`config.mk`:
```
export PLATFORM = sky130hd
export DESIGN_NAME = falru_cfg
export DESIGN_NICKNAME = d
export VERILOG_FILES = /design/src/design/fully_assoc_lru_tag_store_assert.svh /design/src/design/falru_pkg.sv /design/src/design/falru_cfg.sv
export SDC_FILE = /design/constraint.sdc
export NUM_CORES = 1
export LEC_CHECK = 0
export BUFFER_PORTS_ARGS = -buffer_cell sky130_fd_sc_hd__buf_4
export CORE_ASPECT_RATIO = 0.75
export CORE_MARGIN = 4
export CORE_UTILIZATION = 29
export DETAILED_ROUTE_END_ITERATION = 10
export HOLD_SLACK_MARGIN = 0.1
export SLEW_MARGIN = 5
export SYNTH_ARGS = -nofsm -noshare
export SYNTH_HDL_FRONTEND = slang
export SYNTH_SLANG_ARGS = --single-unit
export TNS_END_PERCENT = 50
```
`constraint.sdc`:
```
create_clock -name i_clk -period 1.3 [get_ports i_clk]
set_clock_uncertainty 0.05 [all_clocks]
set_input_delay 0.26 -clock i_clk [delete_from_list [all_inputs] [get_ports i_clk]]
set_output_delay 0.26 -clock i_clk [all_outputs]
set_load 0.02 [all_outputs]
```
`src/design/fully_assoc_lru_tag_store_assert.svh`:
```
// Assertion macros for the LRU tag store.
// Needs a clock named i_clk and an active-low reset named i_rst_n in scope.
`ifndef FULLY_ASSOC_LRU_TAG_STORE_ASSERT_SVH
`define FULLY_ASSOC_LRU_TAG_STORE_ASSERT_SVH

// cons must hold in the same cycle as en
`define FALRU_ASSERT_SAME(label, en, cons) \
    label: assert property (@(posedge i_clk) disable iff (!i_rst_n) (en) |-> (cons)) \
        else $error("tag store check failed in the same cycle");

// cons must hold in the cycle after en
`define FALRU_ASSERT_NEXT(label, en, cons) \
    label: assert property (@(posedge i_clk) disable iff (!i_rst_n) (en) |=> (cons)) \
        else $error("tag store check failed one cycle later");

`endif

```
`src/design/falru_pkg.sv`:
```
// Shared types and constants of the fully associative LRU tag store.
// No dependencies.
package falru_pkg;

    localparam int ADDR_W     = 64;
    localparam int TAG_W      = 64;
    localparam int OFS_W      = 4;
    localparam int LIU_W      = 7;
    localparam int CFG_IDX_W  = 2;
    localparam int CFG_DATA_W = 7;
    localparam int LINES_DEF  = 64;

    localparam logic [OFS_W-1:0] OFS_RST = 4'd6;
    localparam logic [LIU_W-1:0] LIU_RST = 7'd64;

    typedef enum logic [CFG_IDX_W-1:0] {
        CFG_OFFSET_BITS  = 2'd0,
        CFG_LINES_IN_USE = 2'd1
    } t_cfg_reg;

    typedef struct packed {
        logic             miss;
        logic             evicted;
        logic [TAG_W-1:0] evicted_tag;
    } t_lookup;

endpackage

```
`src/design/falru_cfg.sv`:
```
// Configuration registers: line offset and capacity, with capacity clamped to 1..LINES.
// Uses falru_pkg.
module falru_cfg #(
    parameter int LINES = falru_pkg::LINES_DEF,
    parameter int CW    = $clog2(LINES + 1)
) (
    input  logic                            i_clk,
    input  logic                            i_rst_n,
    input  logic                            i_cfg_we,
    input  logic [falru_pkg::CFG_IDX_W-1:0]  i_cfg_idx,
    input  logic [falru_pkg::CFG_DATA_W-1:0] i_cfg_data,
    output logic [falru_pkg::OFS_W-1:0]      o_offset,
    output logic [CW-1:0]                   o_cap
);

    localparam int CMPW = (CW > falru_pkg::LIU_W) ? CW : falru_pkg::LIU_W;

    logic [falru_pkg::OFS_W-1:0] r_offset;
    logic [falru_pkg::LIU_W-1:0] r_liu;
    logic [CMPW-1:0]             cap_ext;

    always_ff @(posedge i_clk) begin
        if (!i_rst_n) begin
            r_offset <= falru_pkg::OFS_RST;
            r_liu    <= falru_pkg::LIU_RST;
        end else if (i_cfg_we) begin
            case (i_cfg_idx)
                falru_pkg::CFG_OFFSET_BITS:  r_offset <= i_cfg_data[falru_pkg::OFS_W-1:0];
                falru_pkg::CFG_LINES_IN_USE: r_liu    <= i_cfg_data[falru_pkg::LIU_W-1:0];
                default: ;
            endcase
        end
    end

    // zero acts as one, anything above LINES acts as LINES
    always_comb begin
        cap_ext = CMPW'(r_liu);
        if (r_liu == '0) begin
            cap_ext = CMPW'(1);
        end
        if (cap_ext > CMPW'(LINES)) begin
            cap_ext = CMPW'(LINES);
        end
    end

    assign o_offset = r_offset;
    assign o_cap    = cap_ext[CW-1:0];

endmodule

```
## Word-level counts from Yosys, hierarchy flattened

Index checks and enable logic that the tools add are counted.

- Bits in registers: 11
- Input port bits: 12
- Output and inout port bits: 11
- Logic and storage cells: 10

- $lt $le $gt $ge: 1
- Equality and inequality tests: 1
- Mux-type cells: 2
- Reduce and logical (&&, ||, !) cells: 4

Operators by type and width:

| kind | count |
|---|---|
| two-way mux 7 bit | 2 |
| > comparator 7 bit, second input constant | 1 |
| logical NOT 7 bit | 1 |
| AND reduction 2 bit | 2 |
| == test 2 x 1 -> 1 bit, second input constant | 1 |
| logical NOT 2 bit | 1 |

## Depth between registers and ports, before layout

- Depth in word-level cells: 4
- Depth in mapped cells: 4
- Depth with buffers taken out: 2

## Worst setup path before layout

No wires, ideal clock.

- Path kind: register -> output
- Start: reg r_liu[6] (netlist bit)
- End: out o_cap[0]
- Arrival: 0.770 ns
- Required time: 0.990 ns
- Slack: 0.220 ns
- Cell stages (with the launch flop): 3
- Path buffers: 0
- Cell sequence: dfxtp_1 > inv_1 > a22o_1

- Cells in the longest elaborated chain, start to end: 4

Ends and longest elaborated chain:

| element | line | RTL |
|---|---|---|
| from (decl) | falru_cfg.sv:19 | `logic [falru_pkg::LIU_W-1:0] r_liu;` |
| from (signal assigned) | falru_cfg.sv:25 | `r_liu <= falru_pkg::LIU_RST;` |
| from (signal assigned) | falru_cfg.sv:29 | `falru_pkg::CFG_LINES_IN_USE: r_liu <= i_cfg_data[falru_pkg::LIU_W-1:0];` |
| logical NOT 7 bit | falru_cfg.sv:38 | `if (r_liu == '0) begin` |
| two-way mux 7 bit (*) | falru_cfg.sv:38 |  |
| > comparator 7 bit | falru_cfg.sv:41 | `if (cap_ext > CMPW'(LINES)) begin` |
| two-way mux 7 bit (*) | falru_cfg.sv:41 |  |
| to (decl) | falru_cfg.sv:13 | `output logic [CW-1:0] o_cap` |

Mark *: on every way between the ends. The rest lies on a longest branch, timed or not.

## Final worst setup path

Same ends and word-level chain as after synthesis.

==> impl_metrics.tcl <==
set metrics [dict create \
    outcome "finished with violations" \
    violations "negative setup slack" \
    end_kind "output port" \
    startpoint_type "register" \
    coreArea_um2 1580 \
    antennaDiodeCount 0 \
    wl_met3_um 107 \
    slew_headroom_pct 74.2 \
    period_needed_ps 1360 \
    cts_root_buffer "clkbuf_4" \
    ys_seq_area_share_pct 43.1 \
    cts_buffer_depth 2 \
    synth_flop_cell "dfxtp_1" \
    critical_path_class "register to output port" \
    dr.pass1.iters 4 \
    cp_data_arrival_time_ps 1050 \
    synth_cells 56 \
    fillers 162 \
    drt-initial-drc-count 7 \
    path_buf_inv 2 \
    cts_max_level 1 \
    yosysWarnings 0 \
    dieArea_um2 2500 \
    final_nets 95 \
    setup_ws_ps -57.2 \
    path_cells "inv_2 > a22o_1 > buf_6" \
    ys_types 15 \
    cts_buffers 3 \
    syn_area_um2 510 \
    rsz0062_at_grt "true" \
    p_leak_nw 0.345 \
    grt_pass1_vias 436 \
    cts_tree "yes" \
    row_count 12 \
    min-delay-path-class "input pin to register" \
    ir_worst_vdd_mv 0.585 \
    critPathSlowestCell "dfxtp_4" \
    p_per_area_nw_per_um2 908 \
    syn_nets 68 \
    clock_latency_ps 260 \
    setup_viol 4 \
    die_y_um 44.3 \
    final_cell_mix "buf_4 (22), nand2_1 (14), mux2i_1 (8)" \
    grt_max_degree 18 \
    tightest_slew_ps 385 \
    met2_length_um 459 \
    vias_per_cell 4.53 \
    routed-via-count 467 \
    stdcell_area_um2 778 \
    postSynthRegisterBits 11 \
    antenna_left 0 \
    place_hpwl_um 860 \
    top_layer "met4" \
    drive_above_1_share_pct 45.1 \
    finalMaxSlewViolations 0 \
    syn_area_per_cell_um2 9.12 \
    crit_family "flip-flops" \
    antenna_found_initial 0 \
    routed_wl_mm 1.16 \
    drv_cap 0 \
    fmax_mhz 737 \
    finalHoldViolCount 0 \
    ys_async_sr_fraction_pct 0 \
    timing.setup.tns_ps -90.6 \
    routedLengthMet1_um 570 \
    grt_overflow_total 0 \
    route.detailed.drc 0 \
    numClockSinks 11 \
    io_pins 23 \
    place.gp.congestion 0.717 \
    initial_utilization_pct 32.4 \
    required_ps 990 \
    slowest_delay_ps 390 \
    wire_per_inst_um 11.3 \
    total_power_mw 0.707 \
    area.growth.synth_to_final_pct 52.5 \
    clk_pin_slew_ps 70 \
    min_period_over_period_pct 104 \
    placed_cell_area_um2 708 \
    grt_pass1_wl_mm 1.86 \
    die_w_um 56.4 \
    track_usage_pct 10.1 \
    synth_edf_count 0 \
    critPathMaxFanout 5 \
    portBuffers 22 \
    final_common_cell "buf_4" \
]
-- power breakdown --
part	internal, mW	total (mW)	switching (mW)
combinational	0.0672	0.120	0.0526
clock	0.119	0.226	0.108
sequential	0.350	0.361	0.0106
total	0.536	0.707	0.171
-- metrics by stage --
| step | hold WS [ps] | worst slack [ps] | cells | util (%) |
|---|---|---|---|---|
| final | 201 | -57.2 | 103 | 49.4 |
| after global routing | 179 | -126 | 103 | 49.4 |
| after CTS | 191 | -56.0 | 103 | 48.8 |
| after detailed placement | 402 | 151 | 97 | 44.9 |
| after global placement | 398 | 170 | 97 | 44.9 |
| after floorplan | 352 | 220 | 56 | - |
-- per-layer routing --
layer,up-vias,track usage [%]
li1,242,-
met1,205,13.0
met2,18,12.4
met3,2,7.29
met5,-,0
met4,0,4.27
-- final cells by class --
class / instances / area (um2) / area share [%]
Timing Repair Buffer: 26 / 219 / 28.1
Tap cell: 21 / 26.3 / 3.38
Multi-Input combinational cell: 38 / 268 / 34.4
Clock buffer: 4 / 26.3 / 3.38
Inverter: 3 / 11.3 / 1.45
Sequential cell: 11 / 228 / 29.3
-- kinds of logic (layout without fill, tap and decap cells) --
family | after synthesis | count (layout) | synth area share [%]
AND/OR/NAND/NOR | 26 | 26 | 28.7
AO/OA/AOI/OAI | 4 | 4 | 6.13
buffers and inverters | 7 | 33 | 6.37
flip-flops | 11 | 11 | 43.1
multiplexers | 8 | 8 | 15.7
-- Yosys cell counts (2+ instances only) --
master | n | area (um2)
mux2i_1 | 8 | 80.1
nand2_1 | 14 | 52.6
nor3_1 | 2 | 10.0
nand4bb_1 | 2 | 22.5
buf_2 | 2 | 10.0
inv_1 | 3 | 11.3
dfxtp_1 | 11 | 220
o211ai_1 | 3 | 22.5
nor2b_1 | 5 | 31.3
-- worst min-delay path: cells and delay by family --
kind / cells / cell delay [ps]
AND/OR/NAND/NOR: 1 / 50
buffers and inverters: 1 / 120
multiplexers: 1 / 50
-- what timing repair did --
| action | 4_1_cts | 5_1_grt |
|---|---|---|
| setup endpoints to repair | 3 | 6 |
| hold endpoints to repair | 0 | 0 |
| hold buffers | 0 | 0 |
| buffers inserted | 2 | 0 |
| resized for setup | 8 | 3 |
| pin swaps | 3 | 0 |
| gates cloned | 0 | 0 |
-- state kept, by name (all words and copies together) (netlist names) --
signal / flops
o_offset: 4
r_liu: 7
-- path summary, 6_finish.rpt --
kind	slack [ps]	startpoint	to	cells after the start
worst max-delay path	-60	r_liu[6]	o_cap[0]	3
worst min-delay path	200	i_cfg_data[1]	r_liu[1]	3
worst max register to register	570	r_liu[6]	r_liu[6]	2
worst min register to register	410	o_offset[3]	o_offset[3]	2
Power figures use the tool's default switching activity.
